<file path="config.mk">
export PLATFORM = sky130hd
export DESIGN_NAME = edf_ctrl
export DESIGN_NICKNAME = d
export VERILOG_FILES = /design/src/design/edf_pkg.sv /design/src/design/edf_ctrl.sv
export SDC_FILE = /design/constraint.sdc
export NUM_CORES = 1
export LEC_CHECK = 0
export ABC_CLOCK_PERIOD_IN_PS = 4500
export BUFFER_PORTS_ARGS = -buffer_cell sky130_fd_sc_hd__clkbuf_2
export CAP_MARGIN = 30
export CELL_PAD_IN_SITES_DETAIL_PLACEMENT = 2
export CELL_PAD_IN_SITES_GLOBAL_PLACEMENT = 2
export CORE_MARGIN = 2
export CORE_UTILIZATION = 26
export CTS_CLUSTER_DIAMETER = 80
export DETAILED_ROUTE_END_ITERATION = 8
export PLACE_DENSITY = 0.79
export REMOVE_ABC_BUFFERS = 1
export SETUP_SLACK_MARGIN = 0.1
export SKIP_LAST_GASP = 1
export SYNTH_ARGS = -nofsm -noshare
export SYNTH_HDL_FRONTEND = slang
export SYNTH_SLANG_ARGS = --single-unit
</file>
<file path="constraint.sdc">
create_clock -name i_clk -period 4.5 [get_ports i_clk]
set_input_delay 0 -clock i_clk [delete_from_list [all_inputs] [get_ports i_clk]]
set_output_delay 0 -clock i_clk [all_outputs]
set_load 0.01 [all_outputs]
</file>
<file path="src/design/edf_pkg.sv">
`timescale 1ns / 1ps

package edf_pkg;

    localparam int DEPTH_DEF = 64;

    localparam logic [2:0] OP_CREATE   = 3'd0;
    localparam logic [2:0] OP_FREE     = 3'd1;
    localparam logic [2:0] OP_EXEC     = 3'd2;
    localparam logic [2:0] OP_DEADLINE = 3'd3;
    localparam logic [2:0] OP_RATE     = 3'd4;
    localparam logic [2:0] OP_POLICY   = 3'd5;

    localparam logic [1:0] POL_EDF  = 2'd0;
    localparam logic [1:0] POL_RMS  = 2'd1;
    localparam logic [1:0] POL_NONE = 2'd2;

    localparam logic [1:0] ST_OK       = 2'd0;
    localparam logic [1:0] ST_NOTFOUND = 2'd1;
    localparam logic [1:0] ST_NOSCHED  = 2'd2;
    localparam logic [1:0] ST_ZERO     = 2'd3;

    localparam int DIV_BITS  = 40;
    localparam int DIV_RADIX = 4;
    localparam int DIV_CYC   = DIV_BITS / DIV_RADIX;
    localparam int SUM_W     = 47;

    localparam logic [13:0] LL_BOUND [64] = '{
        14'd10000, 14'd8284, 14'd7798, 14'd7568, 14'd7435, 14'd7348, 14'd7286, 14'd7241,
        14'd7205, 14'd7177, 14'd7155, 14'd7136, 14'd7120, 14'd7106, 14'd7094, 14'd7084,
        14'd7075, 14'd7067, 14'd7059, 14'd7053, 14'd7047, 14'd7042, 14'd7037, 14'd7033,
        14'd7028, 14'd7025, 14'd7021, 14'd7018, 14'd7015, 14'd7012, 14'd7010, 14'd7007,
        14'd7005, 14'd7003, 14'd7001, 14'd6999, 14'd6997, 14'd6995, 14'd6993, 14'd6992,
        14'd6990, 14'd6989, 14'd6988, 14'd6986, 14'd6985, 14'd6984, 14'd6983, 14'd6982,
        14'd6981, 14'd6980, 14'd6979, 14'd6978, 14'd6977, 14'd6976, 14'd6975, 14'd6975,
        14'd6974, 14'd6973, 14'd6972, 14'd6972, 14'd6971, 14'd6970, 14'd6970, 14'd6969
    };

    // sum*100 > bound holds exactly when sum > floor(bound/100)
    function automatic logic [6:0] ll_limit(input logic [5:0] idx);
        return 7'(LL_BOUND[idx] / 100);
    endfunction

    typedef struct packed {
        logic [2:0]  operation;
        logic [15:0] task_id;
        logic [15:0] value;
        logic [31:0] now_tick;
    } t_in;

    typedef struct packed {
        logic [1:0] status;
        logic [2:0] priority_res;
        logic [7:0] edf_total;
        logic [7:0] rms_total;
    } t_out;

    typedef struct packed {
        logic [15:0] task_id;
        logic [15:0] exec;
        logic [15:0] deadline;
        logic [15:0] rate;
        logic [1:0]  policy;
    } t_entry;

    typedef struct packed {
        logic load;
        logic rd;
        logic eval;
        logic div_step;
        logic acc;
        logic next;
        logic wb;
    } t_cmd;

    typedef struct packed {
        logic div_need;
        logic mul_need;
        logic div_done;
        logic last;
    } t_sts;

endpackage

</file>
<file path="src/design/edf_ctrl.sv">
`timescale 1ns / 1ps

module edf_ctrl (
    input  logic          i_clk,
    input  logic          i_rst_n,
    input  logic          i_start,
    input  edf_pkg::t_sts i_sts,
    output edf_pkg::t_cmd o_cmd,
    output logic          o_busy
);

    typedef enum logic [5:0] {
        S_IDLE = 6'b000001,
        S_READ = 6'b000010,
        S_EVAL = 6'b000100,
        S_DIV  = 6'b001000,
        S_ACC  = 6'b010000,
        S_WB   = 6'b100000
    } t_state;

    t_state r_state, n_state;

    always_ff @(posedge i_clk) begin
        if (!i_rst_n) begin
            r_state <= S_IDLE;
        end else begin
            r_state <= n_state;
        end
    end

    always_comb begin
        n_state = r_state;
        o_cmd   = '0;
        unique case (r_state)
            S_IDLE: begin
                if (i_start) begin
                    o_cmd.load = 1'b1;
                    n_state    = S_READ;
                end
            end
            S_READ: begin
                o_cmd.rd = 1'b1;
                n_state  = S_EVAL;
            end
            S_EVAL: begin
                o_cmd.eval = 1'b1;
                if (i_sts.div_need) begin
                    n_state = S_DIV;
                end else if (i_sts.mul_need) begin
                    n_state = S_ACC;
                end else if (i_sts.last) begin
                    n_state = S_WB;
                end else begin
                    o_cmd.next = 1'b1;
                    n_state    = S_READ;
                end
            end
            S_DIV: begin
                o_cmd.div_step = 1'b1;
                if (i_sts.div_done) begin
                    n_state = S_ACC;
                end
            end
            S_ACC: begin
                o_cmd.acc = 1'b1;
                if (i_sts.last) begin
                    n_state = S_WB;
                end else begin
                    o_cmd.next = 1'b1;
                    n_state    = S_READ;
                end
            end
            S_WB: begin
                o_cmd.wb = 1'b1;
                n_state  = S_IDLE;
            end
            default: begin
                n_state = S_IDLE;
            end
        endcase
    end

    assign o_busy = (r_state != S_IDLE);

endmodule

</file>
; Yosys cells after proc, flatten, opt, wreduce, memory -nomap -nowiden
; Cells that the tools add are included.
[totals]
word_cells = 28
ff_bits = 6
in_bits = 7
out_inout_bits = 8
[op_classes]
mux = 17
n_eq_ne = 9
reduce_logical = 1
[ops]
columns = operator, n
row1 = $mux 6, 5
row2 = $pmux 6 s5, 1
row3 = $mux 1, 10
row4 = $eq 6x1->1 const B, 1
row5 = $eq 6x2->1 const B, 1
row6 = $eq 6x3->1 const B, 1
row7 = $eq 6x4->1 const B, 1
row8 = $eq 6x5->1 const B, 1
row9 = $eq 6x6->1 const B, 1
row10 = $ne 6x1->1 const B, 1
row11 = $ne 2x2->1 const B, 2
row12 = $pmux 1 s2, 1
row13 = $reduce_and 2->1, 1

; Longest topological paths before layout
; Gate-level depths: netlist of run 1.
[logic_depth]
word_depth = 4
ltp_mapped = 4
mapped_depth_nobuf = 4

; Least setup slack after synthesis of run 1
; No wires, ideal clock.
[synth_timing]
kind = reg-to-reg
start = register r_state[2]
end = register r_state[2]
synth_period_minus_slack_ns = 1.466
setup_ns = 0.060
arrival_ns = 1.405
path_buffers = 0
path_slack_ns = 3.034
t_required_ns = 4.440
path_stages_with_launch = 4
path_cell_list = dfxtp_1 > or4_4 > nor3b_1 > and2_1
[synth_between]
elab_chain_cells = 3
word_cells_on_any_way = 9
cone_classes = eq/ne (7) / mux (1) / reduce/logical (1)
[synth_rtl]
columns = element, line
row1 = start: declaration, edf_ctrl.sv:21  ; t_state r_state, n_state;
row2 = start signal: assignment, edf_ctrl.sv:27  ; r_state <= n_state;
row3 = $eq 6x4->1 or $eq 6x1->1 (tied branches), edf_ctrl.sv:34  ; unique case (r_state)
row4 = $ne 2x2->1 (no line), -
row5 = $reduce_and 2->1 (no line), -
; Parallel ways exist; a longest one is shown, timed or not.
; A chain may end at the register's enable or synchronous reset.

==> metrics.txt, run 1 <==
Synth top area share 33.1%; DR WL/cell 13.7 um; unrepaired setup endpoints after global routing no; slowest stage delay, CP 0.59 ns; Reg power frac 37.9%; count of buffers from port buffering 14; Worst R2R Start r_state[5]; Crit. End Element primary output; crit path launch type register; gpl congestion 0.687; Area contributors post-synth dfxtp_1, nor2_1, and4b_2, or4_4, o41ai_2; Worst path slowest cell or4_4; initial antenna violation count 0; Congestion Overflow GR 0; VDD IR max 151 uV; Worst R2R Path Depth 4; Post-CTS Hold Buffers 1; crit path from r_state[5]; CP top delay family simple AND/OR/NAND/NOR gates; routed via count 376; number of vias per cell 5.08; Area Overhead vs Synth 33.4%; CTS Buffer Depth 2; CP arrival 1.75 ns; internal power 0.000127 W; Mean Syn Cell Area 8.85 sq um; Place WS 2.88 ns; Final HPWL DP 881 um; fin crit period 1.75 ns; critical path peak fanout 5; CTS Buf Count 3; P_leak 0.219 nW; setup TNS 0 ns; FP Rows 13; Unique masters post-synth 21; Floorplan Core Area 1300 sq um; post-CTS setup buffer count 0; vias in the first global route 375; final-stage net count 68; outcome completed; Die Wd 41.4 um; Crit Path Class register to primary output; worst path cell trace or4_4 -> nor4_2 -> o21bai_1 -> inv_1 -> clkbuf_2; Clk pwr share 24.4%; Setup violations, final 0; relative slew slack 72.3%; pwr/cell area 404 nW/um^2; switching share of power 35.1%; Hold Crit Class input pin to register; Initial Utilization 27.9%; CTS tree built; CTS H-tree lvls 1; Die H 41.4 um; yosys synthesis warning count 0; First-pass DRT Iterations 3; WHS 0.00880 ns; share of layout cells above drive strength 1 42.4%; final hold violation count 0; setup slack after layout 2.75 ns; GRT Total Usage 15.1%; largest net degree at the start of global routing 9; flops & latches, synth 6; First DRT Iteration DRCs 5; Worst path depth 5; P_sw 0.0000688 W; max-cap violations 0; die area 1710 sq um; max reg flops 6; Slew @ Worst Pin 0.413 ns; Biggest register r_state; Buffers & Inverters on Critical Path 2; RR Endpoint r_state[1]; sequential share of the synthesized area 33.1%; I/O pin total 15; critical path endpoint o_cmd[1]; DRC violations left 0; final worst-path cycle share 38.8%; DRT Wirelength 1020 um; Ant. Diodes 0; Synth area leader dfxtp_1; antenna viol nets, final 0; R2R Setup Slk 2.89 ns; FMAX 0.572 GHz; first-pass GRT wire length 1720 um; Setup Skew 0.000270 ns; biggest regs r_state (6); CTS resizes 0; clk sinks 6; clock-pin slew on the worst setup and hold paths 0.04 ns; clock latency on the worst-skew pair 0.23 ns; Logic pwr share 37.7%; max-slew violations 0; CP Data Required Time 4.50 ns; root buffer cell clkbuf_4; synthesized area 363 sq um; Post-Synthesis Cells 41
-- layout make-up --
type | instances | area [sq um]
flip-flops and latches | 6 | 120
multi-input cells | 32 | 231
fillers | 164 | 817
clock buffers | 3 | 22.5
well taps | 15 | 18.8
repair buffers | 15 | 80.1
inverters | 3 | 11.3
-- cell usage after synthesis --
cell / n
a2111o_1: 1
a211o_1: 1
a211oi_2: 1
a21oi_1: 2
and2_1: 1
and4b_2: 2
dfxtp_1: 6
inv_1: 3
nand2_1: 1
nand2b_1: 2
nor2_1: 8
nor3_1: 3
nor3b_1: 1
nor4_2: 1
o211ai_1: 1
o21ai_0: 1
o21bai_1: 1
o41ai_2: 1
or3_4: 1
or4_4: 2
xor2_1: 1
-- per-stage QoR --
stage,util (%),power (W),area (sq um),cells
after floorplan,-,0.000124,363,41
after global placement,34.7,0.000147,452,70
after detailed placement,34.7,0.000149,452,70
after CTS,37.2,0.000201,484,74
after global routing,37.2,0.000211,484,74
final,37.2,0.000196,484,74
-- how the worst min path moves through the flow --
stage | cells after the start | end | startpoint
after floorplan | 2 | o_cmd[6] | i_start
after global placement | 3 | r_state[5] | i_sts[0]
after detailed placement | 3 | r_state[5] | i_sts[0]
after CTS | 3 | r_state[5] | i_rst_n
after global routing | 3 | r_state[5] | i_rst_n
final | 3 | r_state[5] | i_rst_n
-- power by group through the flow --
stage          Combinational (W)  Sequential, W  Clock (W)
2_1_floorplan          0.0000531      0.0000709          0
3_3_place_gp           0.0000727      0.0000744          0
3_5_place_dp           0.0000744      0.0000751          0
4_1_cts                0.0000756      0.0000741  0.0000509
5_1_grt                0.0000832      0.0000755  0.0000526
6_report               0.0000738      0.0000742  0.0000478
-- cell usage in the layout (no fill, tap or decap), types with 2 or more instances in the layout --
cell type / n
nor2_1: 8
a21oi_1: 2
or4_4: 2
clkbuf_4: 3
inv_1: 3
dfxtp_1: 6
nor3_1: 3
clkbuf_2: 14
nand2b_1: 2
and4b_2: 2
-- routing by layer --
metal / global-route usage [%] / share of wire, %
met1: 20.6 / 48
met2: 25.8 / 50
met3: 1.60 / 2.3
met4: 2.42 / 0
met5: 0 / 0
-- cell families after synthesis --
logic type	synth area share, %
buf+inv	3.10
flops	33.1
compound gates	21.7
xor+xnor	2.41
simple gates	39.7
-- worst min-delay path: cells and delay by family --
| family | cells | cell delay, ns |
|---|---|---|
| buffers and inverters | 1 | 0.10 |
| AND/OR/NAND/NOR | 2 | 0.10 |
(Power assumes the default switching activity.)
==> run 2, diff against run 1 <==
--- a/config.mk
+++ b/config.mk
@@ -5,16 +5,17 @@
 export SDC_FILE = /design/constraint.sdc
 export NUM_CORES = 1
 export LEC_CHECK = 0
-export ABC_CLOCK_PERIOD_IN_PS = 4500
+export ABC_AREA = 1
+export ABC_CLOCK_PERIOD_IN_PS = 1500
 export BUFFER_PORTS_ARGS = -buffer_cell sky130_fd_sc_hd__clkbuf_2
 export CAP_MARGIN = 30
 export CELL_PAD_IN_SITES_DETAIL_PLACEMENT = 2
 export CELL_PAD_IN_SITES_GLOBAL_PLACEMENT = 2
 export CORE_MARGIN = 2
-export CORE_UTILIZATION = 26
+export CORE_UTILIZATION = 20
 export CTS_CLUSTER_DIAMETER = 80
 export DETAILED_ROUTE_END_ITERATION = 8
-export PLACE_DENSITY = 0.79
+export PLACE_DENSITY = 0.7
 export REMOVE_ABC_BUFFERS = 1
 export SETUP_SLACK_MARGIN = 0.1
 export SKIP_LAST_GASP = 1
==> constraint.sdc (replaced) <==
create_clock -name i_clk -period 1.5 [get_ports i_clk]
set_input_delay 0 -clock i_clk [delete_from_list [all_inputs] [get_ports i_clk]]
set_output_delay 0 -clock i_clk [all_outputs]
set_load 0.01 [all_outputs]
==> run 2 against run 1 <==
Net effect:
- clock-buffer cell count unchanged
- combinational power grew to 2.5 times the previous value
- sequential share of layout area down 2.9 points
- power rose to 2.8 times the previous value
- critical endpoint unchanged
==> metrics.txt, run 2 <==
outcome completed; CTS H-tree lvls 1 (unchanged); flops & latches, synth 6 (unchanged); initial antenna violation count 0 (unchanged); Die H 48.6 um (+18%); max-slew violations 0 (unchanged); count of buffers from port buffering 14 (unchanged); CP arrival 1.30 ns (-0.45 ns); largest net degree at the start of global routing 7 (-2); final hold violation count 0 (unchanged); I/O pin total 15 (unchanged); Worst R2R Start r_state[0]; DR WL/cell 11.7 um (-15%); RR Endpoint r_state[0]; unrepaired setup endpoints after global routing no; clk sinks 6 (unchanged); Worst R2R Path Depth 7 (+3); DRT Wirelength 1240 um (+22%); post-CTS setup buffer count 0 (unchanged); Primary FF master, synth dfxtp_1; Initial Utilization 20.7% (-7.2 points); routed via count 456 (+21%); hold path depth 3 (unchanged); setup TNS 0 ns (unchanged); clock latency on the worst-skew pair 0.25 ns (+0.02 ns); setup slack after layout 0.198 ns (-2.55 ns); R2R Setup Slk 0.33 ns (-2.56 ns); P_leak 0.301 nW (+38%); Congestion Overflow GR 0 (unchanged); number of synthesized flops with an enable pin 0 (unchanged); Setup Skew 0.00203 ns (+0.00176 ns); relative slew slack 85.2% (+13 points); fillcell total 263 (+60%); vias in the first global route 478 (+27%); FMAX 0.768 GHz; crit path launch type register; GRT Total Usage 12.2% (-2.9 points); Die Wd 48.6 um (+18%); Place WS 0.315 ns (-2.57 ns); Floorplan Core Area 1920 sq um (+48%); Placed Instances 101 (+44%); gpl congestion 0.705 (+2.7%); Design Area, Final 549 sq um (+13%); CTS Buffer Depth 2 (unchanged); Slew @ Worst Pin 0.222 ns (-0.191 ns); non-filler cells, final 106 (+43%); first-pass GRT wire length 2080 um (+21%); top-count cell post-synth inv_1; Unique masters post-synth 14 (-33%); Setup violations, final 0 (unchanged); Biggest register r_state; commonest non-fill, non-tap cells in the layout clkbuf_2, inv_1, nor2_1; number of vias per cell 4.30 (-15%); Area contributors post-synth dfxtp_1, inv_1, nor2_1, nor2_4, nand2_1; most common cell after layout, fill and taps aside clkbuf_2; Hold Crit Class input pin to register; CTS Buf Count 3 (unchanged); Post-Synthesis Cells 60 (+46%); share of layout cells above drive strength 1 34.2% (-8.2 points); Util after Layout 28.6% (-8.6 points); Crit. End Element primary output; commonest cells in the netlist inv_1, nor2_1, nand2_1, dfxtp_1; root buffer cell clkbuf_4; antenna viol nets, final 0 (unchanged); max-cap violations 0 (unchanged); die area 2360 sq um (+38%); CTS tree built; fin crit period 1.30 ns; Area Overhead vs Synth 38.1%; First DRT Iteration DRCs 1 (-4); Ant. Diodes 0 (unchanged); clock-pin slew on the worst setup and hold paths 0.05 ns (about the same); max reg flops 6 (unchanged); asr flop ratio synth 0% (unchanged); First-pass DRT Iterations 2 (-1); yosys synthesis warning count 0 (unchanged); dpl cell area 502 sq um (+11%); Crit Path Class register to primary output; WHS Endpoint r_state[3]; sequential share of the synthesized area 30.2% (-2.9 points); Final HPWL DP 987 um (+12%); Synth top area share 30.2% (-2.9 points); final-stage net count 88 (+29%); final worst-path cycle share 86.8%; Synth area leader dfxtp_1; biggest regs r_state (6); VDD IR max 308 uV (+100%); DRC violations left 0 (unchanged); FP Rows 16 (+3); synthesized area 398 sq um (+9.7%); CP Data Required Time 1.50 ns (-3.00 ns); critical path peak fanout 6 (+1); Mean Syn Cell Area 6.63 sq um (-25%); hold_sp i_sts[3]; pwr/cell area 982 nW/um^2 (+140%)
[run 2: cell count changes after synthesis, moves of 2 or more]
cell / previous run / this run
inv_1: 3 / 12
nand2_2: 0 / 2
and4b_2: 2 / 0
nand2_1: 1 / 8
nand3_1: 0 / 4
nand3_2: 0 / 2
or4_4: 2 / 0
nand4_1: 0 / 3
nor2_2: 0 / 2
nor2_4: 0 / 3
nand2b_1: 2 / 0
[run 2: final cells by class]
type                       instances  area [sq um]  area share, %
clock buffer                       3          22.5           4.10
inverter                          12          45.0           8.20
multi-input combinational         42           238           43.3
sequential                         6           120           21.9
tap                               27          33.8           6.15
timing repair buffer              16          90.1           16.4
[run 2: metrics by stage]
step / hold slack (ns) / total power (W)
floorplan: 0.0841 / 0.000318
global placement: 0.204 / 0.000369
detailed placement: 0.195 / 0.000373
CTS: 0.0233 / 0.000548
global route: 0.0554 / 0.000574
finish: 0.0363 / 0.000539
[run 2: logic make-up (layout without fill, tap and decap cells)]
logic type	Yosys count	in the layout	synth area share, %
flops	6	6	30.2
simple gates	38	38	53.5
compound gates	4	4	5.03
buf+inv	12	31	11.3
[run 2: per-layer routing]
metal | global-route usage, % | share of wire, % | up-vias
met2 | 20.5 | 48 | 14
met4 | 12.9 | 4.5 | 0
li1 | - | - | 227
met1 | 12.3 | 43 | 210
met5 | 0 | 0 | -
met3 | 1.85 | 3.6 | 5
[run 2: worst max-delay path by stage]
stage	slack (ns)	endpoint	startpoint	cells past startpoint
after global routing	0.10	o_cmd[1]	r_state[5]	6
after CTS	0.16	o_cmd[1]	r_state[2]	4
after floorplan	0.40	r_state[0]	r_state[2]	6
after detailed placement	0.32	r_state[0]	r_state[2]	6
after global placement	0.33	r_state[0]	r_state[2]	6
final	0.20	o_cmd[1]	r_state[5]	6
[run 2: critical path, cell delays in order (launching register included)]
cell and delay [ns]:
dfxtp_1 0.34, nor2_4 0.22, nand2_4 0.08, nor2_4 0.14
nand2_2 0.07, nand2_1 0.06, clkbuf_2 0.13
[run 2: power by group]
part	switching [W]	internal, W
registers	0.0000160	0.000174
clock network	0.0000715	0.0000914
logic	0.000115	0.0000707
total	0.000203	0.000336
[run 2: repair_timing]
action	in CTS	in global routing
endpoints found under the setup margin	0	1
endpoints found under the hold margin	2	0
hold buffers	2	0
gates resized for setup	0	1
